==> config.mk <==
export PLATFORM = sky130hd
export DESIGN_NAME = double_hash_table_core
export DESIGN_NICKNAME = d
export VERILOG_FILES = /design/src/rtl/dht_pkg.sv /design/src/rtl/double_hash_table_core.sv /design/src/rtl/dht_ctrl.sv /design/src/rtl/dht_datapath.sv
export SDC_FILE = /design/constraint.sdc
export NUM_CORES = 2
export LEC_CHECK = 0
export BUFFER_PORTS_ARGS = -buffer_cell sky130_fd_sc_hd__buf_2
export CELL_PAD_IN_SITES_DETAIL_PLACEMENT = 1
export CELL_PAD_IN_SITES_GLOBAL_PLACEMENT = 1
export CORE_AREA = 4 4 484 486
export DETAILED_ROUTE_END_ITERATION = 12
export DIE_AREA = 0 0 488 490
export GPL_ROUTABILITY_DRIVEN = 0
export PLACE_DENSITY = 0.61
export SLEW_MARGIN = 10
export SYNTH_ARGS = -nofsm -noshare
export SYNTH_HDL_FRONTEND = slang
export SYNTH_SLANG_ARGS = --single-unit
==> constraint.sdc <==
create_clock -name clk -period 9.4 [get_ports clk]
set_input_delay 1.41 -clock clk [delete_from_list [all_inputs] [get_ports clk]]
set_output_delay 1.41 -clock clk [all_outputs]
set_load 0.005 [all_outputs]
==> src/rtl/dht_pkg.sv <==
// Shared types and constants for the double-hashing key/value table.
// Used by the controller, the datapath, the top level and the port checker.
// Depends on nothing.
package dht_pkg;

  // Fixed field widths of the request and result channels.
  localparam int KEY_W    = 32;
  localparam int VALUE_W  = 32;
  localparam int KIND_W   = 2;
  localparam int STATUS_W = 3;
  localparam int SLOT_W   = 5;

  // Default geometry of the table.
  localparam int DEF_TABLE_SIZE   = 31;
  localparam int DEF_SECOND_PRIME = 7;

  // Key bits folded into the hash remainders per cycle.
  localparam int HASH_BITS = 8;

  // Operation codes of a request.
  localparam logic [KIND_W-1:0] KIND_INSERT = 2'd0;
  localparam logic [KIND_W-1:0] KIND_REMOVE = 2'd1;
  localparam logic [KIND_W-1:0] KIND_SEARCH = 2'd2;

  // Result status codes.
  localparam logic [STATUS_W-1:0] ST_INSERTED    = 3'd0;
  localparam logic [STATUS_W-1:0] ST_OVERWRITTEN = 3'd1;
  localparam logic [STATUS_W-1:0] ST_DELETED     = 3'd2;
  localparam logic [STATUS_W-1:0] ST_FOUND       = 3'd3;
  localparam logic [STATUS_W-1:0] ST_NOT_FOUND   = 3'd4;
  localparam logic [STATUS_W-1:0] ST_FULL        = 3'd5;

  // Slot marks.
  localparam logic [1:0] MARK_EMPTY   = 2'd0;
  localparam logic [1:0] MARK_USED    = 2'd1;
  localparam logic [1:0] MARK_DELETED = 2'd2;

  // Controller states.
  typedef enum logic [2:0] {
    S_IDLE,
    S_HASH,
    S_STEP,
    S_READ,
    S_CHECK,
    S_UPDATE,
    S_EMIT
  } dht_state_t;

  // Commands from the controller to the datapath.
  typedef struct packed {
    logic load;
    logic hash;
    logic calc_step;
    logic read;
    logic check;
    logic update;
    logic emit;
  } dht_cmd_t;

  // Status from the datapath to the controller.
  typedef struct packed {
    logic hash_done;
    logic skip;
    logic stop;
  } dht_stat_t;

endpackage

==> src/rtl/double_hash_table_core.sv <==
// Top level of the double-hashing key/value table.
// Joins dht_ctrl and dht_datapath and holds the result output register; uses dht_pkg.
//
// Open-addressing table of TABLE_SIZE slots with double hashing: probe j of a
// key visits slot (key mod TABLE_SIZE + j * step) mod TABLE_SIZE, where step is
// (SECOND_PRIME - key mod SECOND_PRIME) reduced modulo TABLE_SIZE. Each
// request (insert, remove or search) yields exactly one result. Requests are
// handled one at a time, each probing up to TABLE_SIZE slots; removes and
// searches on an empty table and unknown kinds skip probing. After acceptance
// the 32-bit key is folded into both hash remainders a byte at a time, then
// the step is computed, and each probe does the registered read of the key
// memory, value memory and slot mark and then the compare. The table and the
// result are then written, and the result moves into the output register
// once that register is free. The output register lets the next request be
// accepted while a result is still waiting to be taken. Reset marks every
// slot empty at once.
module double_hash_table_core import dht_pkg::*; #(
  parameter int TABLE_SIZE   = DEF_TABLE_SIZE,
  parameter int SECOND_PRIME = DEF_SECOND_PRIME
) (
  input  logic                       clk,
  input  logic                       rst,
  input  logic                       req_valid,
  output logic                       req_stall,
  input  logic [KIND_W-1:0]          kind,
  input  logic [KEY_W-1:0]           key,
  input  logic signed [VALUE_W-1:0]  value,
  output logic                       res_valid,
  input  logic                       res_stall,
  output logic [STATUS_W-1:0]        status,
  output logic [SLOT_W-1:0]          slot,
  output logic signed [VALUE_W-1:0]  found_value
);

  dht_cmd_t                  cmd;
  dht_stat_t                 stat;
  logic                      out_free;
  logic [STATUS_W-1:0]       result_status;
  logic [SLOT_W-1:0]         result_slot;
  logic signed [VALUE_W-1:0] result_found_value;

  // The output register can take a new result when empty or being drained.
  assign out_free = !res_valid || !res_stall;

  dht_ctrl u_ctrl (
    .clk       (clk),
    .rst       (rst),
    .req_valid (req_valid),
    .out_free  (out_free),
    .stat      (stat),
    .req_stall (req_stall),
    .cmd       (cmd)
  );

  dht_datapath #(
    .TABLE_SIZE   (TABLE_SIZE),
    .SECOND_PRIME (SECOND_PRIME)
  ) u_datapath (
    .clk                (clk),
    .rst                (rst),
    .cmd                (cmd),
    .stat               (stat),
    .kind               (kind),
    .key                (key),
    .value              (value),
    .result_status      (result_status),
    .result_slot        (result_slot),
    .result_found_value (result_found_value)
  );

  // Result valid flag.
  always_ff @(posedge clk) begin
    if (rst) begin
      res_valid <= 1'b0;
    end else if (cmd.emit) begin
      res_valid <= 1'b1;
    end else if (!res_stall) begin
      res_valid <= 1'b0;
    end
  end

  // Result payload.
  always_ff @(posedge clk) begin
    if (cmd.emit) begin
      status      <= result_status;
      slot        <= result_slot;
      found_value <= result_found_value;
    end
  end

endmodule

==> src/rtl/dht_ctrl.sv <==
// Controller state machine of the double-hashing table.
// Sequences hashing, probing and the table update; depends on dht_pkg.
module dht_ctrl import dht_pkg::*; (
  input  logic      clk,
  input  logic      rst,
  input  logic      req_valid,
  input  logic      out_free,
  input  dht_stat_t stat,
  output logic      req_stall,
  output dht_cmd_t  cmd
);

  dht_state_t state;
  dht_state_t state_next;

  // State register.
  always_ff @(posedge clk) begin
    if (rst) begin
      state <= S_IDLE;
    end else begin
      state <= state_next;
    end
  end

  // Next-state logic.
  always_comb begin
    state_next = state;
    unique case (state)
      S_IDLE: begin
        if (req_valid) state_next = S_HASH;
      end
      S_HASH: begin
        if (stat.hash_done) state_next = S_STEP;
      end
      S_STEP: begin
        state_next = stat.skip ? S_UPDATE : S_READ;
      end
      S_READ: begin
        state_next = S_CHECK;
      end
      S_CHECK: begin
        state_next = stat.stop ? S_UPDATE : S_READ;
      end
      S_UPDATE: begin
        state_next = S_EMIT;
      end
      S_EMIT: begin
        if (out_free) state_next = S_IDLE;
      end
      default: begin
        state_next = S_IDLE;
      end
    endcase
  end

  // Output decode: one command per state.
  always_comb begin
    cmd       = '0;
    req_stall = 1'b1;
    unique case (state)
      S_IDLE: begin
        req_stall = 1'b0;
        cmd.load  = req_valid;
      end
      S_HASH:   cmd.hash      = 1'b1;
      S_STEP:   cmd.calc_step = 1'b1;
      S_READ:   cmd.read      = 1'b1;
      S_CHECK:  cmd.check     = 1'b1;
      S_UPDATE: cmd.update    = 1'b1;
      S_EMIT:   cmd.emit      = out_free;
      default: begin
        req_stall = 1'b1;
      end
    endcase
  end

endmodule

==> src/rtl/dht_datapath.sv <==
// Datapath of the double-hashing table: hash remainders, probe walker,
// key and value memories, slot marks, entry count and result registers.
// Depends on dht_pkg.
module dht_datapath import dht_pkg::*; #(
  parameter int TABLE_SIZE   = DEF_TABLE_SIZE,
  parameter int SECOND_PRIME = DEF_SECOND_PRIME
) (
  input  logic                       clk,
  input  logic                       rst,
  input  dht_cmd_t                   cmd,
  output dht_stat_t                  stat,
  input  logic [KIND_W-1:0]          kind,
  input  logic [KEY_W-1:0]           key,
  input  logic signed [VALUE_W-1:0]  value,
  output logic [STATUS_W-1:0]        result_status,
  output logic [SLOT_W-1:0]          result_slot,
  output logic signed [VALUE_W-1:0]  result_found_value
);

  localparam int IDX_W       = $clog2(TABLE_SIZE);
  localparam int CNT_W       = $clog2(TABLE_SIZE + 1);
  localparam int R2_W        = $clog2(SECOND_PRIME);
  localparam int SP_W        = $clog2(SECOND_PRIME + 1);
  localparam int HASH_CYCLES = KEY_W / HASH_BITS;
  localparam int HC_W        = $clog2(HASH_CYCLES);

  localparam logic [IDX_W:0]   TS_EXT   = (IDX_W + 1)'(TABLE_SIZE);
  localparam logic [R2_W:0]    SP_EXT   = (R2_W + 1)'(SECOND_PRIME);
  localparam logic [SP_W-1:0]  SP_VAL   = SP_W'(SECOND_PRIME);
  localparam logic [CNT_W-1:0] CNT_LAST = CNT_W'(TABLE_SIZE - 1);
  localparam logic [HC_W-1:0]  HC_LAST  = HC_W'(HASH_CYCLES - 1);

  // Request registers.
  logic [KIND_W-1:0]  kind_reg;
  logic [KEY_W-1:0]   key_reg;
  logic [VALUE_W-1:0] value_reg;

  // Hash state.
  logic [KEY_W-1:0] key_shift;
  logic [IDX_W-1:0] rem1;
  logic [IDX_W-1:0] rem1_next;
  logic [R2_W-1:0]  rem2;
  logic [R2_W-1:0]  rem2_next;
  logic [HC_W-1:0]  hash_cnt;
  logic [IDX_W:0]   acc1;
  logic [R2_W:0]    acc2;
  logic [IDX_W:0]   acc3;
  logic [SP_W-1:0]  h2;
  logic [IDX_W-1:0] step_next;

  // Probe state.
  logic [IDX_W-1:0] pos;
  logic [IDX_W-1:0] step;
  logic [IDX_W:0]   pos_sum;
  logic [IDX_W-1:0] pos_adv;
  logic [CNT_W-1:0] probe_cnt;
  logic             hit;
  logic             ff_valid;
  logic [IDX_W-1:0] ff;

  // Table storage.
  logic [KEY_W-1:0]   key_mem [TABLE_SIZE];
  logic [VALUE_W-1:0] val_mem [TABLE_SIZE];
  logic [1:0]         mark    [TABLE_SIZE];
  logic [KEY_W-1:0]   key_rd;
  logic [VALUE_W-1:0] val_rd;
  logic [1:0]         mark_rd;
  logic [CNT_W-1:0]   entry_count;

  // Probe evaluation.
  logic probe_match;
  logic probe_empty;
  logic probe_deleted;
  logic probe_last;

  // Update decode.
  logic               key_we;
  logic               val_we;
  logic               mark_we;
  logic [1:0]         mark_wdata;
  logic [IDX_W-1:0]   wr_addr;
  logic               cnt_inc;
  logic               cnt_dec;
  logic [STATUS_W-1:0] status_next;
  logic [IDX_W-1:0]   slot_next;
  logic [VALUE_W-1:0] fv_next;

  // Fold one byte of the key into both remainders, most significant bit first.
  always_comb begin
    acc1 = {1'b0, rem1};
    acc2 = {1'b0, rem2};
    for (int i = 0; i < HASH_BITS; i++) begin
      acc1 = {acc1[IDX_W-1:0], key_shift[KEY_W-1-i]};
      if (acc1 >= TS_EXT) acc1 = acc1 - TS_EXT;
      acc2 = {acc2[R2_W-1:0], key_shift[KEY_W-1-i]};
      if (acc2 >= SP_EXT) acc2 = acc2 - SP_EXT;
    end
    rem1_next = acc1[IDX_W-1:0];
    rem2_next = acc2[R2_W-1:0];
  end

  // Second hash, reduced modulo the table size bit by bit.
  always_comb begin
    h2   = SP_VAL - SP_W'(rem2);
    acc3 = '0;
    for (int i = SP_W - 1; i >= 0; i--) begin
      acc3 = {acc3[IDX_W-1:0], h2[i]};
      if (acc3 >= TS_EXT) acc3 = acc3 - TS_EXT;
    end
    step_next = acc3[IDX_W-1:0];
  end

  // Next slot on the probe path.
  always_comb begin
    pos_sum = {1'b0, pos} + {1'b0, step};
    if (pos_sum >= TS_EXT) pos_sum = pos_sum - TS_EXT;
    pos_adv = pos_sum[IDX_W-1:0];
  end

  // Classify the slot just read.
  assign probe_empty   = (mark_rd == MARK_EMPTY);
  assign probe_deleted = (mark_rd == MARK_DELETED);
  assign probe_match   = (mark_rd == MARK_USED) && (key_rd == key_reg);
  assign probe_last    = (probe_cnt == CNT_LAST);

  // Status toward the controller.
  always_comb begin
    stat.hash_done = (hash_cnt == HC_LAST);
    stat.stop      = probe_match || probe_empty || probe_last;
    stat.skip      = (kind_reg != KIND_INSERT && kind_reg != KIND_REMOVE &&
                      kind_reg != KIND_SEARCH) ||
                     (kind_reg != KIND_INSERT && entry_count == '0);
  end

  // Request capture and hashing.
  always_ff @(posedge clk) begin
    if (cmd.load) begin
      kind_reg  <= kind;
      key_reg   <= key;
      value_reg <= value;
      key_shift <= key;
      rem1      <= '0;
      rem2      <= '0;
    end else if (cmd.hash) begin
      key_shift <= key_shift << HASH_BITS;
      rem1      <= rem1_next;
      rem2      <= rem2_next;
    end
  end

  // Hash cycle counter.
  always_ff @(posedge clk) begin
    if (rst) begin
      hash_cnt <= '0;
    end else if (cmd.load) begin
      hash_cnt <= '0;
    end else if (cmd.hash) begin
      hash_cnt <= hash_cnt + 1'b1;
    end
  end

  // Probe walker: start slot, step, probe count, hit and first free slot.
  always_ff @(posedge clk) begin
    if (rst) begin
      probe_cnt <= '0;
      hit       <= 1'b0;
      ff_valid  <= 1'b0;
    end else if (cmd.load) begin
      probe_cnt <= '0;
      hit       <= 1'b0;
      ff_valid  <= 1'b0;
    end else if (cmd.calc_step) begin
      pos  <= rem1;
      step <= step_next;
    end else if (cmd.check) begin
      probe_cnt <= probe_cnt + 1'b1;
      if (probe_match) hit <= 1'b1;
      if ((probe_empty || probe_deleted) && !ff_valid) begin
        ff_valid <= 1'b1;
        ff       <= pos;
      end
      if (!(probe_match || probe_empty)) pos <= pos_adv;
    end
  end

  // Decide the table update and the result.
  always_comb begin
    key_we      = 1'b0;
    val_we      = 1'b0;
    mark_we     = 1'b0;
    mark_wdata  = MARK_USED;
    wr_addr     = hit ? pos : ff;
    cnt_inc     = 1'b0;
    cnt_dec     = 1'b0;
    status_next = ST_NOT_FOUND;
    slot_next   = '0;
    fv_next     = '0;
    case (kind_reg)
      KIND_INSERT: begin
        if (hit) begin
          val_we      = 1'b1;
          status_next = ST_OVERWRITTEN;
          slot_next   = pos;
        end else if (ff_valid) begin
          key_we      = 1'b1;
          val_we      = 1'b1;
          mark_we     = 1'b1;
          cnt_inc     = 1'b1;
          status_next = ST_INSERTED;
          slot_next   = ff;
        end else begin
          status_next = ST_FULL;
        end
      end
      KIND_REMOVE: begin
        if (hit) begin
          mark_we     = 1'b1;
          mark_wdata  = MARK_DELETED;
          cnt_dec     = 1'b1;
          status_next = ST_DELETED;
          slot_next   = pos;
        end
      end
      KIND_SEARCH: begin
        if (hit) begin
          status_next = ST_FOUND;
          slot_next   = pos;
          fv_next     = val_rd;
        end
      end
      default: begin
        status_next = ST_NOT_FOUND;
      end
    endcase
  end

  // Key memory: one write port, one registered read port.
  always_ff @(posedge clk) begin
    if (cmd.update && key_we) key_mem[wr_addr] <= key_reg;
    if (cmd.read) key_rd <= key_mem[pos];
  end

  // Value memory: one write port, one registered read port.
  always_ff @(posedge clk) begin
    if (cmd.update && val_we) val_mem[wr_addr] <= value_reg;
    if (cmd.read) val_rd <= val_mem[pos];
  end

  // Slot marks live in flops so that reset empties the whole table at once.
  always_ff @(posedge clk) begin
    if (rst) begin
      for (int i = 0; i < TABLE_SIZE; i++) mark[i] <= MARK_EMPTY;
    end else if (cmd.update && mark_we) begin
      mark[wr_addr] <= mark_wdata;
    end
  end

  // Registered mark read for the slot being probed.
  always_ff @(posedge clk) begin
    if (cmd.read) mark_rd <= mark[pos];
  end

  // Number of occupied slots; an empty table lets removes and searches skip probing.
  always_ff @(posedge clk) begin
    if (rst) begin
      entry_count <= '0;
    end else if (cmd.update) begin
      if (cnt_inc) begin
        entry_count <= entry_count + 1'b1;
      end else if (cnt_dec) begin
        entry_count <= entry_count - 1'b1;
      end
    end
  end

  // Result registers.
  always_ff @(posedge clk) begin
    if (cmd.update) begin
      result_status      <= status_next;
      result_slot        <= SLOT_W'(slot_next);
      result_found_value <= $signed(fv_next);
    end
  end

endmodule

---- After elaboration in Yosys (flattened, before gate mapping) ----
Memories as Yosys holds them, arrays and structs flattened. A register that Yosys moved wholly into a read port is not among the register bits.
Index checks and enable logic that the tools add are counted.
storage, ports and cells
  output and inout port bits .............. 42
  bits in registers ....................... 217
  memory bits (writable) .................. 2046
  logic and storage cells ................. 196
  memories ................................ 3
  bits of input ports ..................... 70
memories
  name                words  bits a word  rd ports  clocked after Yosys merged registers in  write ports  line                source
  u_datapath.key_mem  31     32           1         1                                        1            dht_datapath.sv:62  logic [KEY_W-1:0] key_mem [TABLE_SIZE];
  u_datapath.val_mem  31     32           1         1                                        1            dht_datapath.sv:63  logic [VALUE_W-1:0] val_mem [TABLE_SIZE];
  u_datapath.mark     31     2            1         1                                        31           dht_datapath.sv:64  logic [1:0] mark [TABLE_SIZE];
operators by class
  reductions and logical operators ........ 36
  bitwise logic cells ..................... 3
  $add $sub $neg .......................... 23
  eq/ne operators ......................... 20
  muxes and demuxes ....................... 72
  magnitude comparators ................... 17
operator list
  kind                                                                    count
  5-bit two-way mux                                                       19
  32-bit two-way mux                                                      2
  6-bit by 5-bit >= comparator with 1-bit output (second input constant)  9
  3-bit two-way mux                                                       17
  5-bit subtractor (second input constant)                                9
  32-bit equality test                                                    1
  4-bit by 3-bit >= comparator with 1-bit output (second input constant)  8
  1-bit two-way mux                                                       27
  3-bit subtractor (second input constant)                                8
  3-bit case mux with 7 select lines                                      1
  3-bit AND reduction                                                     4
  5-bit by 1-bit adder with 5-bit output (second input constant)          2
  5-bit case mux with 2 select lines                                      1
  3-bit equality test (second input constant)                             3
  3-bit case mux with 3 select lines                                      1
  1-bit logical AND                                                       8
  2-bit != test (second input constant)                                   4
  2-bit nonzero test                                                      4
  5-bit by 3-bit adder with 6-bit output                                  1
  2-bit equality test (second input constant)                             3
  3-bit by 2-bit equality test with 1-bit output (second input constant)  2
  2-bit two-way mux                                                       3
  2-bit by 1-bit != test with 1-bit output (second input constant)        3
  2-bit AND reduction                                                     3
  other kinds (16)                                                        28

---- Logic depth before layout (Yosys ltp) ----
  word-level depth ........................ 16
  depth in mapped cells ................... 46

---- Hierarchy ----
A second synthesis with hierarchy kept.
second synthesis, totals
  cell total of the unflattened synthesis .. 4375
  area total of the unflattened synthesis .. 91642.9 um^2
by module, submodules not included
  module                  area an instance (um^2)  seq. area each (um^2)  cells an instance  times used
  dht_datapath            90133.9                  68455.7                4298               1
  double_hash_table_core  1233.7                   1221.2                 44                 1
  dht_ctrl                275.3                    60.1                   33                 1

---- Worst setup path after synthesis ----
OpenSTA, ideal clock, no wires.
  path type ............................... register to register
  start ................................... register u_datapath.key_shift[31]
  end ..................................... register u_datapath.rem1[3]
  arrival time ............................ 8.974 ns
  path buffers ............................ 1
  stages on the path, launching flop included .. 47
  data required time ...................... 9.280 ns
  period minus slack after synthesis ...... 9.094 ns
  slack ................................... 0.306 ns
  path through ............................ edfxtp_1 > ha_1 > buf_6 > a41oi_2 > xnor2_1 > ha_1 > nand4b_1 > o22a_2 > a21oi_1 > nor2_1 > xnor2_1 > ha_1 > inv_1 > nor4_4 > a21oi_1 > xnor2_1 > ha_1 > inv_1 > [... 11 more ...] > inv_1 > a211oi_1 > nor4b_1 > o22a_1 > or3_1 > and2_1 > ha_1 > inv_1 > a31oi_2 > a21bo_4 > nand2_1 > xnor2_1 > inv_1 > ha_1 > inv_1 > a211oi_4 > a21oi_1 > o31a_1
on the way
  longest elaborated chain between the ends .. 16
RTL lines
  item                                                                                       line                 source
  start: declaration                                                                         dht_datapath.sv:39   logic [KEY_W-1:0] key_shift;
  start signal: assignment                                                                   dht_datapath.sv:141  key_shift <= key;
  start signal: assignment                                                                   dht_datapath.sv:145  key_shift <= key_shift << HASH_BITS;
  5-bit subtractor / 6-bit by 5-bit >= comparator with 1-bit output (equally long branches)  dht_datapath.sv:94   if (acc1 >= TS_EXT) acc1 = acc1 - TS_EXT;
  5-bit two-way mux *                                                                        dht_datapath.sv:94
  5-bit subtractor / 6-bit by 5-bit >= comparator with 1-bit output (equally long branches)  dht_datapath.sv:94
  5-bit two-way mux *                                                                        dht_datapath.sv:94
  5-bit subtractor / 6-bit by 5-bit >= comparator with 1-bit output (equally long branches)  dht_datapath.sv:94
  5-bit two-way mux *                                                                        dht_datapath.sv:94
  5-bit subtractor / 6-bit by 5-bit >= comparator with 1-bit output (equally long branches)  dht_datapath.sv:94
  5-bit two-way mux *                                                                        dht_datapath.sv:94
  5-bit subtractor / 6-bit by 5-bit >= comparator with 1-bit output (equally long branches)  dht_datapath.sv:94
  5-bit two-way mux *                                                                        dht_datapath.sv:94
  6-bit by 5-bit >= comparator with 1-bit output / 5-bit subtractor (equally long branches)  dht_datapath.sv:94
  5-bit two-way mux *                                                                        dht_datapath.sv:94
  5-bit subtractor / 6-bit by 5-bit >= comparator with 1-bit output (equally long branches)  dht_datapath.sv:94
  5-bit two-way mux *                                                                        dht_datapath.sv:94
  5-bit subtractor / 6-bit by 5-bit >= comparator with 1-bit output (equally long branches)  dht_datapath.sv:94
  5-bit two-way mux *                                                                        dht_datapath.sv:94
  end signal: assignment                                                                     dht_datapath.sv:146  rem1 <= rem1_next;
  end: declaration                                                                           dht_datapath.sv:40   logic [IDX_W-1:0] rem1;
Every way passes the cells marked *; elsewhere a longest branch is shown, timed or not.
A chain may end at the register's enable or synchronous reset.

---- Final worst setup path ----
Ends and elaborated chain as after synthesis.

==> results by group <==
Setup path
  • Slowest CP cell: edfxtp_1
  • Crit-path max cell delay: 420 ps
  • Crit-path max FO: 7
  • Worst path most repeated cell: inv_1
  • Buf+Inv Stages, Crit Path: 7
  • Crit path capture type: flop
  • CP Launch Type: flop
  • Top delay family on crit path: compound AO/OA/AOI/OAI gates
  • Arr. time, crit path: 9440 ps
  • Req. time, crit path: 10140 ps
  • Critical path class: reg -> reg

Cells and area
  • Filler cell count: 21101
  • Layout Cells excl Fill: 7907
  • Nets: 4780
  • Most frequent cells in the layout: 2305 x edfxtp_1, 596 x mux4_2, 405 x nand2_1
  • Post-route cell area: 104000 um^2
  • Area added between synthesis and finish: 14.0%
  • Leading cell type in the layout, fill and taps excluded: edfxtp_1
  • Top flop regs: u_datapath.key_mem: 992 flops, u_datapath.val_mem: 992 flops, u_datapath.mark: 64 flops
  • Layout cells sized above 1: 26.7%

Die
  • Ports: 112
  • Die Ht: 490 um
  • Chip Width: 488 um
  • Starting Density: 39.8%
  • Die area: 239000 um^2
  • Core area: 230000 um^2
  • Site row count: 176

Logic synthesis
  • Main synth FF type: edfxtp_1
  • Synth top area share: 75.7%
  • Sequential share of the synthesized area: 76.3%
  • Synth Cell Area: 91400 um^2
  • Post-synth net total: 4518
  • Top post-synthesis cells by area: edfxtp_1 76%, mux4_2 15%, nand2_1 1.7%
  • Synth Instances: 4416
  • Syn Area/Cell: 20.7 um^2
  • FF+latch count, synth: 2331
  • Synth unique cells: 93
  • Yosys Warn Count: 0
  • Post-synth EDFFs: 2305
  • Async SR Flop Fraction: 0%
  • Synth area leader: edfxtp_1

Routing
  • Vias per cell: 5.70
  • Drt first pass iters: 5
  • Vias: 45054
  • Total wire length: 248 mm
  • Met2 Routed Length: 127 mm
  • WL met1: 103 mm
  • Post-DR wirelength/cell: 31.3 um
  • Initial detailed-routing violation count: 4663
  • Top routing layer in use: met4
  • Met3 wire length: 12.7 mm
  • ANT nets after route: 0
  • DRC Markers: 0

STA
  • Final min period: 8710 ps
  • Slew Viols, Final: 0
  • Setup ws final: 693 ps
  • Period utilization: 92.6%
  • Final Hold Fails: 0
  • Final Skew: 60.1 ps
  • # setup viols final: 0
  • Slew @ Worst Pin: 1190 ps
  • Fmax: 115 MHz
  • Worst slew margin relative to its limit: 20.9%

Global route
  • Antenna violations before repair: 9
  • First-pass GRT wire length: 354 mm
  • Largest net degree at the start of global routing: 99
  • GR Util All Layers: 20.6%
  • Vias in the first global route: 48261
  • GRT Residual Overflow: 0

Clock tree
  • CTS sink cnt: 2331
  • Htree depth: 4
  • Root Driver: clkbuf_16
  • Total CTS buffers: 234
  • Skew-Pair Late Insertion Delay: 880 ps
  • Clock transition at the registers of the reported paths: 60 ps
  • Post-CTS Hold Buffers: 0
  • Clock Path Buffers: 3
  • CTS tree: built

Power
  • Total power: 0.0229 W
  • Worst VDD drop: 0.166 mV
  • PwrDens: 220 nW/um^2
  • Leakage: 33.0 nW

Job
  • MaxCap Viol Count: 0

Status
  • Status: finished, final reports clean

Placement
  • PortBufs: 111
  • Dpl hpwl: 123 mm
  • Dpl ws: -348 ps
  • Placed cells: 7461
  • Post-DP Area: 96400 um^2

Min path
  • Worst min path class: reg -> reg
## cell usage after synthesis, drive strengths merged (7+ instances only)
cell,instances
a211oi,10
a21o,7
a21oi,44
a31oi,9
and3,47
buf,68
clkbuf,153
dfxtp,26
edfxtp,2305
ha,30
inv,30
mux2,14
mux2i,82
mux4,596
nand2,405
nand2b,15
nand3,22
nand3b,7
nand4,16
nor2,177
nor2b,8
nor3,15
nor4,10
o21a,13
o21ai,97
o21bai,32
xnor2,58
xor2,11
## cell families after synthesis
group	Yosys count	share of synthesized area, %
AND/OR/NAND/NOR	758	3.64
AO/OA/AOI/OAI	282	2.11
flip-flops	2331	76.3
adder cells (fa/ha/maj)	32	0.454
buffers and inverters	252	1.07
multiplexers	692	15.8
XOR/XNOR	69	0.661
## power breakdown
| group | internal (W) | total, W | switching [W] |
|---|---|---|---|
| logic | 0.000816 | 0.00194 | 0.00113 |
| registers | 0.0115 | 0.0117 | 0.000188 |
| clock network | 0.00521 | 0.00928 | 0.00407 |
| total | 0.0175 | 0.0229 | 0.00538 |
## per-stage QoR
| stage | util, % | TNS (ps) | hold slack, ps |
|---|---|---|---|
| finish | 45.4 | 0 | 419 |
| floorplan | - | 0 | 400 |
| CTS | 45.3 | 0 | 419 |
| detailed placement | 42.0 | -1320 | 405 |
| global placement | 42.0 | -217 | 407 |
| global route | 45.4 | -52.1 | 421 |
## per-layer routing
| metal | GRT usage, % | vias to the layer above |
|---|---|---|
| met5 | 0 | - |
| met4 | 4.60 | 0 |
| met3 | 2.82 | 309 |
| met2 | 35.2 | 1386 |
| met1 | 28.1 | 24716 |
| li1 | - | 18643 |
## area by class of cell
type / count / area, um^2 / share of cell area [%]
Sequential cell: 2331 / 69700 / 66.9
Multi-Input combinational cell: 1833 / 21300 / 20.5
Clock buffer: 270 / 5990 / 5.75
Tap cell: 3026 / 3790 / 3.63
Clock inverter: 163 / 1630 / 1.56
Timing Repair Buffer: 247 / 1610 / 1.55
Inverter: 31 / 131 / 0.126
Antenna cell: 6 / 15.0 / 0.0144
## worst paths after layout
kind,startpoint,endpoint,cells after the start,slack (ps)
setup / recovery,u_datapath.key_shift[31],u_datapath.rem1[3],45,690
hold / removal,u_datapath.result_found_value[2],found_value[2],0,420
setup reg to reg,u_datapath.key_shift[31],u_datapath.rem1[3],45,690
hold reg to reg,u_datapath.result_found_value[2],found_value[2],0,420
## what timing repair did
item                                    in CTS  in global routing
resized for setup                            5                 17
endpoints found under the setup margin       5                  5
pin swaps                                    1                 10
setup buffers                                0                  7
No activity file was read; power rests on OpenSTA's default activity.
